**config.mk**
```make
export PLATFORM = sky130hd
export DESIGN_NAME = kthbl_engine
export DESIGN_NICKNAME = d
export VERILOG_FILES = /design/src/rtl/core/kthbl_pkg.sv /design/src/rtl/core/kthbl_engine.sv
export SDC_FILE = /design/constraint.sdc
export NUM_CORES = 1
export LEC_CHECK = 0
export BUFFER_PORTS_ARGS = -buffer_cell sky130_fd_sc_hd__buf_2
export CAP_MARGIN = 20
export CORE_MARGIN = 2
export CORE_UTILIZATION = 50
export DETAILED_ROUTE_END_ITERATION = 16
export PLACE_DENSITY_LB_ADDON = 0.1
export REMOVE_ABC_BUFFERS = 1
export SLEW_MARGIN = 20
export SYNTH_ARGS = -nofsm -noshare
export SYNTH_HDL_FRONTEND = slang
export SYNTH_SLANG_ARGS = --single-unit
```
**constraint.sdc**
```tcl
create_clock -name clk -period 5.9 [get_ports clk]
set_input_delay 0.295 -clock clk [delete_from_list [all_inputs] [get_ports clk]]
set_output_delay 0.295 -clock clk [all_outputs]
set_load 0.01 [all_outputs]
```
**src/rtl/core/kthbl_pkg.sv**
```systemverilog
// Shared constants, types and helpers for the k-th successor binary lifting core.
package kthbl_pkg;

  // Node count and number of doubling levels.
  localparam int NODES  = 1024;
  localparam int LEVELS = 31;

  // Field and address widths.
  localparam int NODE_W    = 10;
  localparam int STEPS_W   = 31;
  localparam int LVL_W     = $clog2(LEVELS);
  localparam int IDX_W     = NODE_W + 1;
  localparam int ADDR_W    = LVL_W + NODE_W;
  localparam int TBL_DEPTH = LEVELS * NODES;

  // Stream payload widths, padded to whole bytes.
  localparam int IN_DATA_W  = ((2 * NODE_W + STEPS_W + 7) / 8) * 8;
  localparam int OUT_DATA_W = ((NODE_W + 7) / 8) * 8;

  // Item kinds carried on the input tuser.
  localparam logic KIND_LOAD  = 1'b0;
  localparam logic KIND_QUERY = 1'b1;

  // Sequencer states.
  typedef enum logic [5:0] {
    ST_CLEAR   = 6'b000001,
    ST_IDLE    = 6'b000010,
    ST_REBUILD = 6'b000100,
    ST_QUERY   = 6'b001000,
    ST_FINISH  = 6'b010000,
    ST_SPARE   = 6'b100000
  } state_t;

  // Access request from the sequencer to the lifting table.
  typedef struct packed {
    logic              we;
    logic [ADDR_W-1:0] waddr;
    logic [NODE_W-1:0] wdata;
    logic              re_a;
    logic [ADDR_W-1:0] raddr_a;
    logic              re_b;
    logic [ADDR_W-1:0] raddr_b;
  } tbl_req_t;

  // Map a node index that lies beyond the node count to node zero.
  function automatic logic [NODE_W-1:0] node_safe(input logic [NODE_W-1:0] v);
    logic [NODE_W-1:0] res;
    res = (int'(v) < NODES) ? v : '0;
    return res;
  endfunction

  // True when a node index lies inside the node range.
  function automatic logic node_ok(input logic [NODE_W-1:0] v);
    logic res;
    res = (int'(v) < NODES);
    return res;
  endfunction

endpackage

```
**src/rtl/core/kthbl_engine.sv**
```systemverilog
// Sequencer: level-zero clear, load writes, level rebuild and the query walk.
module kthbl_engine
  import kthbl_pkg::*;
(
  input  logic               clk,
  input  logic               rst_n,
  input  logic               in_valid,
  output logic               in_ready,
  input  logic               in_kind,
  input  logic [NODE_W-1:0]  in_node,
  input  logic [NODE_W-1:0]  in_succ,
  input  logic [STEPS_W-1:0] in_steps,
  input  logic               res_free,
  output logic               res_valid,
  output logic [NODE_W-1:0]  res_target,
  output tbl_req_t           tbl_req,
  input  logic [NODE_W-1:0]  rdata_a,
  input  logic [NODE_W-1:0]  rdata_b
);

  state_t             state_r, state_nxt;
  logic [IDX_W-1:0]   idx_r, idx_nxt;
  logic [LVL_W-1:0]   lvl_r, lvl_nxt;
  logic               s1_v_r, s1_v_nxt;
  logic [NODE_W-1:0]  s1_idx_r, s1_idx_nxt;
  logic               s2_v_r, s2_v_nxt;
  logic [NODE_W-1:0]  s2_idx_r, s2_idx_nxt;
  logic [LVL_W-1:0]   bit_r, bit_nxt;
  logic               pend_r, pend_nxt;
  logic [NODE_W-1:0]  cur_r, cur_nxt;
  logic               oor_r, oor_nxt;
  logic [STEPS_W-1:0] steps_r, steps_nxt;
  logic               stale_r, stale_nxt;

  logic               accept;
  logic               issue;
  logic [LVL_W-1:0]   lvl_prev;
  logic [NODE_W-1:0]  cur_eff;

  assign in_ready = (state_r == ST_IDLE);
  assign accept   = in_valid && in_ready;
  assign lvl_prev = lvl_r - LVL_W'(1);
  assign issue    = (idx_r != IDX_W'(NODES));

  // The walk position is the last table read when one is pending.
  assign cur_eff = pend_r ? node_safe(rdata_a) : cur_r;

  // Next-state and table access logic.
  always_comb begin
    state_nxt  = state_r;
    idx_nxt    = idx_r;
    lvl_nxt    = lvl_r;
    s1_v_nxt   = 1'b0;
    s1_idx_nxt = s1_idx_r;
    s2_v_nxt   = 1'b0;
    s2_idx_nxt = s2_idx_r;
    bit_nxt    = bit_r;
    pend_nxt   = pend_r;
    cur_nxt    = cur_r;
    oor_nxt    = oor_r;
    steps_nxt  = steps_r;
    stale_nxt  = stale_r;
    tbl_req    = '0;
    res_valid  = 1'b0;
    res_target = oor_r ? '0 : cur_eff;

    case (state_r)
      // Sweep level zero to node zero after reset.
      ST_CLEAR: begin
        tbl_req.we    = 1'b1;
        tbl_req.waddr = {LVL_W'(0), idx_r[NODE_W-1:0]};
        tbl_req.wdata = '0;
        idx_nxt       = idx_r + IDX_W'(1);
        if (idx_r == IDX_W'(NODES - 1)) begin
          idx_nxt   = '0;
          state_nxt = ST_IDLE;
        end
      end

      // Take a load directly into level zero, or start a query.
      ST_IDLE: begin
        if (accept) begin
          if (in_kind == KIND_LOAD) begin
            if (node_ok(in_node) && node_ok(in_succ)) begin
              tbl_req.we    = 1'b1;
              tbl_req.waddr = {LVL_W'(0), in_node};
              tbl_req.wdata = in_succ;
              stale_nxt     = 1'b1;
            end
          end else begin
            oor_nxt   = !node_ok(in_node);
            steps_nxt = in_steps;
            cur_nxt   = in_node;
            pend_nxt  = 1'b0;
            bit_nxt   = '0;
            if (stale_r) begin
              lvl_nxt   = LVL_W'(1);
              idx_nxt   = '0;
              state_nxt = ST_REBUILD;
            end else begin
              state_nxt = ST_QUERY;
            end
          end
        end
      end

      // Three-stage pipe per level: read mid, read mid's entry, write.
      ST_REBUILD: begin
        if (issue) begin
          tbl_req.re_a    = 1'b1;
          tbl_req.raddr_a = {lvl_prev, idx_r[NODE_W-1:0]};
          idx_nxt         = idx_r + IDX_W'(1);
        end
        s1_v_nxt   = issue;
        s1_idx_nxt = idx_r[NODE_W-1:0];
        if (s1_v_r) begin
          tbl_req.re_b    = 1'b1;
          tbl_req.raddr_b = {lvl_prev, node_safe(rdata_a)};
        end
        s2_v_nxt   = s1_v_r;
        s2_idx_nxt = s1_idx_r;
        if (s2_v_r) begin
          tbl_req.we    = 1'b1;
          tbl_req.waddr = {lvl_r, s2_idx_r};
          tbl_req.wdata = rdata_b;
        end
        // A level starts only once the previous one is fully written.
        if (!issue && !s1_v_r && !s2_v_r) begin
          if (lvl_r == LVL_W'(LEVELS - 1)) begin
            stale_nxt = 1'b0;
            state_nxt = ST_QUERY;
          end else begin
            lvl_nxt = lvl_r + LVL_W'(1);
            idx_nxt = '0;
          end
        end
      end

      // One level per cycle; a set step bit reads that level at the walk position.
      ST_QUERY: begin
        if (steps_r[bit_r]) begin
          tbl_req.re_a    = 1'b1;
          tbl_req.raddr_a = {bit_r, cur_eff};
        end
        pend_nxt = steps_r[bit_r];
        cur_nxt  = cur_eff;
        bit_nxt  = bit_r + LVL_W'(1);
        if (bit_r == LVL_W'(LEVELS - 1)) begin
          state_nxt = ST_FINISH;
        end
      end

      // Hand the target over once the output register is free.
      ST_FINISH: begin
        res_valid = res_free;
        if (res_free) begin
          state_nxt = ST_IDLE;
        end
      end

      default: begin
        state_nxt = ST_IDLE;
      end
    endcase
  end

  // Control registers.
  always_ff @(posedge clk) begin
    if (!rst_n) begin
      state_r <= ST_CLEAR;
      idx_r   <= '0;
      lvl_r   <= LVL_W'(1);
      s1_v_r  <= 1'b0;
      s2_v_r  <= 1'b0;
      bit_r   <= '0;
      pend_r  <= 1'b0;
      stale_r <= 1'b1;
    end else begin
      state_r <= state_nxt;
      idx_r   <= idx_nxt;
      lvl_r   <= lvl_nxt;
      s1_v_r  <= s1_v_nxt;
      s2_v_r  <= s2_v_nxt;
      bit_r   <= bit_nxt;
      pend_r  <= pend_nxt;
      stale_r <= stale_nxt;
    end
  end

  // Payload registers.
  always_ff @(posedge clk) begin
    s1_idx_r <= s1_idx_nxt;
    s2_idx_r <= s2_idx_nxt;
    cur_r    <= cur_nxt;
    oor_r    <= oor_nxt;
    steps_r  <= steps_nxt;
  end

  // The rebuild never overwrites the loaded successor map.
  a_rebuild_upper: assert property (@(posedge clk) disable iff (!rst_n)
    (state_r == ST_REBUILD && tbl_req.we) |-> (tbl_req.waddr[ADDR_W-1:NODE_W] != '0))
    else $error("rebuild wrote level zero");

  // A result is only produced from fresh tables.
  a_result_fresh: assert property (@(posedge clk) disable iff (!rst_n)
    res_valid |-> !stale_r)
    else $error("result produced from stale tables");

  // A query that finds stale tables goes through a rebuild first.
  a_stale_query: assert property (@(posedge clk) disable iff (!rst_n)
    (accept && in_kind == KIND_QUERY && stale_r) |=> (state_r == ST_REBUILD))
    else $error("stale query skipped the rebuild");

  // A new level begins with the pipe empty.
  a_level_drained: assert property (@(posedge clk) disable iff (!rst_n)
    (state_r == ST_REBUILD && $past(state_r == ST_REBUILD) && lvl_r != $past(lvl_r))
      |-> (!s1_v_r && !s2_v_r))
    else $error("level started with accesses in flight");

endmodule

```
==> impl_metrics.ini, run 1 <==
[clock_tree]
clkSinkCount = 91
clkTransAtPathRegs_ns = 0.09
cts_tree = built
clock-root-buffer = clkbuf_8
post_cts_resized = 0
hold_buffers = 0
insertion_delay_ns = 0.35
cts_buffers = 9
htreeDepth = 3
post_cts_buffers = 0
cts.path.max_buffers = 2

[timing]
timing.final.ws_setup_ns = 2.49
setup_viol = 0
tns_ns = 0
whs_ns = 0.109
period_share_pct = 57.8
skew_ns = 0.00886
worst-slew-pin-transition_ns = 0.828
slew_violations = 0
max_slew_margin_pct = 44.7
clock.fmax_mhz = 293
rsz0062_at_grt = no
hold_viol_final = 0
period_minus_slack_ns = 3.41

[flow_run]
drv_cap = 0

[floorplanning]
pin_count = 146
initial_core_util_pct = 50.8
die_h_um = 100
core_region_area_um2 = 9110
chipWidth_um = 100
die-area_um2 = 10000
rows = 35

[worst_hold_path]
holdPathStages = 1
hp-class = in -> reg

[grt]
grt_overflow = 0
track_usage_pct = 23.5
grt_pass1_wl_um = 18500
grt_max_degree = 34
antenna_found_initial = 0
grt_pass1_vias = 3652

[critical_path]
crit_slowest_cell = and2_1
cpPeakStageDelay_ns = 0.75
cp.buffers_inverters = 3
path_cells = nor2_1, nand3_1, inv_1, and2_1, a222oi_1, inv_1, buf_2
cp.depth = 7
path_delay_family = simple AND/OR/NAND/NOR gates
worst-path-max-fanout = 22
crit_arrival_ns = 3.11
worst_path_most_repeated_cell = inv_1
reg2reg_depth = 7
critPathRequiredTime_ns = 5.61
startpoint_type = register
critPathKind = reg -> out
worst_setup_path_end_kind = primary output

[synth]
yosysSeqAreaShare_pct = 52.6
synth_area_um2 = 4620
yosysWarningCount = 0
synth-edff-count = 61
async_flop_share_pct = 0
synth_seq_cells = 91
synthCells = 452
ys.flop_type = edfxtp_1
ys_types = 57
syn_area_per_cell_um2 = 10.2

[placed_design]
place.gp.congestion = 0.908
io_buffer_count = 145
place_ws_ns = 2.87
placed_cell_area_um2 = 5400
hpwl_um = 8490

[pwr]
peakVddDrop_mv = 0.130
p_per_area_nw_per_um2 = 231
p_leak_nw = 2.47

[cells_and_area]
fillerInstances = 799
drive_gt1_share_pct = 30.2
multi_input_area_um2 = 1930
stdcell_area_um2 = 5620
layout.nets = 667
area_growth_pct = 21.5
diodes = 0
regArea_um2 = 2430

[routing]
drtAntennaViolNets = 0
vias = 4038
wirelength_um = 11900
wl_per_cell_um = 17.1
drt_iter0_markers = 307
first_pass_iters = 6
via_per_inst = 5.79
drc = 0

[status]
status = finished clean
[power by group]
part	total, W	switching (W)	internal (W)
combinational	0.000139	0.0000784	0.0000605
sequential	0.000705	0.0000173	0.000688
clock	0.000452	0.000214	0.000238
[state kept, by name (all words and copies together) (netlist names)]
signal    flops
s1_v_r        1
s2_v_r        1
idx_r        11
stale_r       1
bit_r         5
state_r       5
steps_r      31
s2_idx_r     10
lvl_r         5
pend_r        1
cur_r        10
s1_idx_r     10
[layer usage]
metal | wire, um | GRT usage [%] | vias to the layer above | share of wire (%)
met1 | 5320 | 34.7 | 1915 | 45
met5 | 0 | 0 | - | 0
met4 | 161 | 6.22 | 0 | 1.4
met2 | 5580 | 36.1 | 185 | 47
met3 | 856 | 3.90 | 16 | 7.2
li1 | - | - | 1922 | -
[cell usage in the layout, fill, tap and decap left out, drive strengths merged, types with 3 or more instances in the layout]
| master | netlist | layout |
|---|---|---|
| buf | 9 | 148 |
| edfxtp | 61 | 61 |
| nand2 | 41 | 41 |
| inv | 36 | 36 |
| nor2 | 33 | 33 |
| dfxtp | 30 | 30 |
| o21ai | 26 | 26 |
| mux2i | 19 | 19 |
| and3 | 19 | 19 |
| nand3 | 19 | 19 |
| a22o | 13 | 13 |
| a21oi | 11 | 11 |
| a222oi | 10 | 10 |
| clkbuf | 19 | 9 |
| ha | 8 | 8 |
| nor3 | 7 | 7 |
| nand4 | 7 | 7 |
| xnor2 | 6 | 6 |
| o22ai | 6 | 6 |
| xor2 | 6 | 6 |
| clkinv | 2 | 6 |
| nor2b | 5 | 5 |
| a211oi | 5 | 5 |
| nand2b | 4 | 4 |
| or3 | 4 | 4 |
| mux2 | 4 | 4 |
| o31ai | 4 | 4 |
| nor4 | 3 | 3 |
| a31oi | 3 | 3 |
| a22oi | 3 | 3 |
| a2111oi | 3 | 3 |
| nand3b | 3 | 3 |
| or2 | 3 | 3 |
[metrics by stage]
stage               cells  utilization [%]  total power (W)
global placement      683             59.3         0.000853
detailed placement    683             59.3         0.000857
global route          698             61.7          0.00135
CTS                   698             61.7          0.00130
floorplan             424                -         0.000793
finish                698             61.7          0.00130
[area by class of cell]
type                    count  share of cell area (%)
flip-flops and latches     91                    43.3
inverters                  38                    2.72
multi-input cells         295                    34.4
clock buffers               9                    2.21
clock inverters             6                    1.63
repair buffers            148                    13.3
well taps                 111                    2.47
[logic make-up (layout without fill, tap and decap cells)]
group / after synthesis / count (layout) / share of synthesized area (%)
flip-flops: 91 / 91 / 52.6
buffers and inverters: 66 / 201 / 5.79
XOR/XNOR: 12 / 12 / 2.27
AND/OR/NAND/NOR: 154 / 154 / 16.8
adder cells (fa/ha/maj): 8 / 8 / 2.16
multiplexers: 23 / 23 / 5.09
AO/OA/AOI/OAI: 98 / 98 / 15.3
[worst paths after layout]
path	slack (ns)	end	startpoint
max	2.49	tbl_req[48]	state_r[4]
min	0.11	steps_r[16]	in_steps[16]
max reg2reg	2.86	idx_r[9]	state_r[4]
min reg2reg	0.42	s2_idx_r[9]	s1_idx_r[9]
[cell usage after synthesis (all sizes together), types with 8 or more instances]
library cell  number  area [um^2]
a21oi             11         66.3
a22o              13          114
inv               36          140
clkbuf            19         72.6
nand2             41          154
edfxtp            61         1830
and3              19          119
buf                9         42.5
a222oi            10          100
o21ai             26          130
nand3             19          108
mux2i             19          190
ha                 8          100
dfxtp             30          601
nor2              33          124
No activity file was read; power rests on OpenSTA's default activity.
==> inputs of run 2 (changes only) <==
Clock period 5.9 ns to 3.23 ns, I/O delays scaled along.
==> impl_metrics.ini, run 2 (same netlist as run 1, synthesis figures left out) <==
[timing]
setup_viol = 0
tns_ns = 0
period_minus_slack_ns = 2.96
slew_violations = 0
hold_viol_final = 0
worst-slew-pin-transition_ns = 0.713
max_slew_margin_pct = 52.4
rsz0062_at_grt = no
clock.fmax_mhz = 338
skew_ns = 0.0135
period_share_pct = 91.5

[clock_tree]
clkTransAtPathRegs_ns = 0.10
clock-root-buffer = clkbuf_8
insertion_delay_ns = 0.36
post_cts_resized = 0
htreeDepth = 3
clkSinkCount = 91
cts_buffers = 9
cts_tree = built
cts.path.max_buffers = 2

[floorplanning]
die_h_um = 100
rows = 35
chipWidth_um = 100
die-area_um2 = 10000
core_region_area_um2 = 9110
initial_core_util_pct = 50.8
pin_count = 146

[routing]
wl_per_cell_um = 16.6
wirelength_um = 12200
drtAntennaViolNets = 0
via_per_inst = 5.61
vias = 4126
drt_iter0_markers = 339
first_pass_iters = 4
drc = 0

[grt]
grt_pass1_vias = 3806
antenna_found_initial = 0
grt_pass1_wl_um = 19200
track_usage_pct = 24.4
grt_overflow = 0
grt_max_degree = 49

[critical_path]
critPathKind = reg -> out
worstSetupStartpoint = bit_r[2]
path_cells = buf_4, mux2i_1, a22o_1, a31oi_1, a22oi_1, and3_1, buf_4, o22ai_1, buf_2
crit_arrival_ns = 2.79
crit_slowest_cell = dfxtp_1
startpoint_type = register
worst_setup_path_end_kind = primary output
critPathRequiredTime_ns = 3.07
worst-path-max-fanout = 13
reg2reg_from = state_r[4]
worst_path_most_repeated_cell = buf_4
cpPeakStageDelay_ns = 0.61

[pwr]
switchingPower_w = 0.000579
pwr-share-clk_pct = 32.7
p_leak_nw = 2.60
internal-power_w = 0.00175
p_comb_share_pct = 12.2
netSwitchingFraction_pct = 24.9
peakVddDrop_mv = 0.258
p_seq_share_pct = 55.1
p_per_area_nw_per_um2 = 392

[cells_and_area]
fin_cells = 735
top_regs = steps_r: 31 flops, idx_r: 11 flops
top_register = steps_r
diodes = 0
largest_register_ff_count = 31
fin_util_pct = 65.2
final_cell_mix = 145 x buf_2, 61 x edfxtp_1, 41 x nand2_1
layout.nets = 703
area_growth_pct = 28.5
final_common_cell = buf_2
drive_gt1_share_pct = 29.0

[status]
status = finished clean

[placed_design]
place_inst = 688
hpwl_um = 8390
place.gp.congestion = 0.881
io_buffer_count = 145

[flow_run]
drv_cap = 0

[worst_hold_path]
hp-class = in -> reg
min-delay-start = in_node[1]
[run 2: changes by cell type in the layout (fill, tap and decap cells not counted), sizes merged]
| cell | change |
|---|---|
| buf | +5 |
| clkinvlp | +2 |
| clkinv | -2 |
| clkbuf | +1 |
| bufinv | -1 |
| dlygate4sd3 | +31 |
| inv | +1 |
[run 2: final cells by class]
cell class	instances	area (um^2)
clock buffer	10	128
clock inverter	6	66.3
fill	758	3170
inverter	38	153
multi-input combinational	295	1930
sequential	91	2430
tap	111	139
timing repair buffer	184	1100
[run 2: final timing paths]
path | cells past startpoint | endpoint | slack, ns
max | 9 | tbl_req[21] | 0.27
min | 3 | cur_r[1] | 0.11
max reg2reg | 8 | idx_r[10] | 0.80
min reg2reg | 0 | s2_idx_r[8] | 0.42
[run 2: power by group through the flow]
| stage | clock, W | combinational (W) | sequential [W] |
|---|---|---|---|
| finish | 0.000761 | 0.000284 | 0.00128 |
| global route | 0.000820 | 0.000319 | 0.00129 |
| CTS | 0.000776 | 0.000282 | 0.00128 |
| detailed placement | 0 | 0.000251 | 0.00131 |
| global placement | 0 | 0.000250 | 0.00131 |
| floorplan | 0 | 0.000147 | 0.00130 |
[run 2: per-layer routing]
metal	share of wire, %	track usage (%)	vias up	routed length [um]
met2	46	37.9	157	5620
met5	0	0	-	0
met1	46	35.4	1950	5600
met3	6.4	4.67	17	774
met4	1.6	6.53	0	189
li1	-	-	2002	-
[run 2: timing repair]
item	4_1_cts	5_1_grt
hold endpoints to repair	31	0
buffers inserted	0	0
hold buffers	31	0
[run 2: stage by stage]
step,hold WS [ns],cell area [um^2],worst slack (ns),power (W)
finish,0.106,5940,0.275,0.00233
floorplan,0.223,4510,0.439,0.00145
global route,0.0937,5940,0.171,0.00243
detailed placement,0.340,5440,0.727,0.00156
global placement,0.339,5440,0.730,0.00156
CTS,0.0875,5940,0.331,0.00234
[run 2: worst max-delay path: cells and delay by family, from the launching register on]
kind                   cells  cell delay, ns
and+or+nand+nor            1            0.21
muxes                      1            0.10
AOI/OAI and AO/OA          4            0.84
buffers and inverters      3            0.67
DFF                        1            0.61
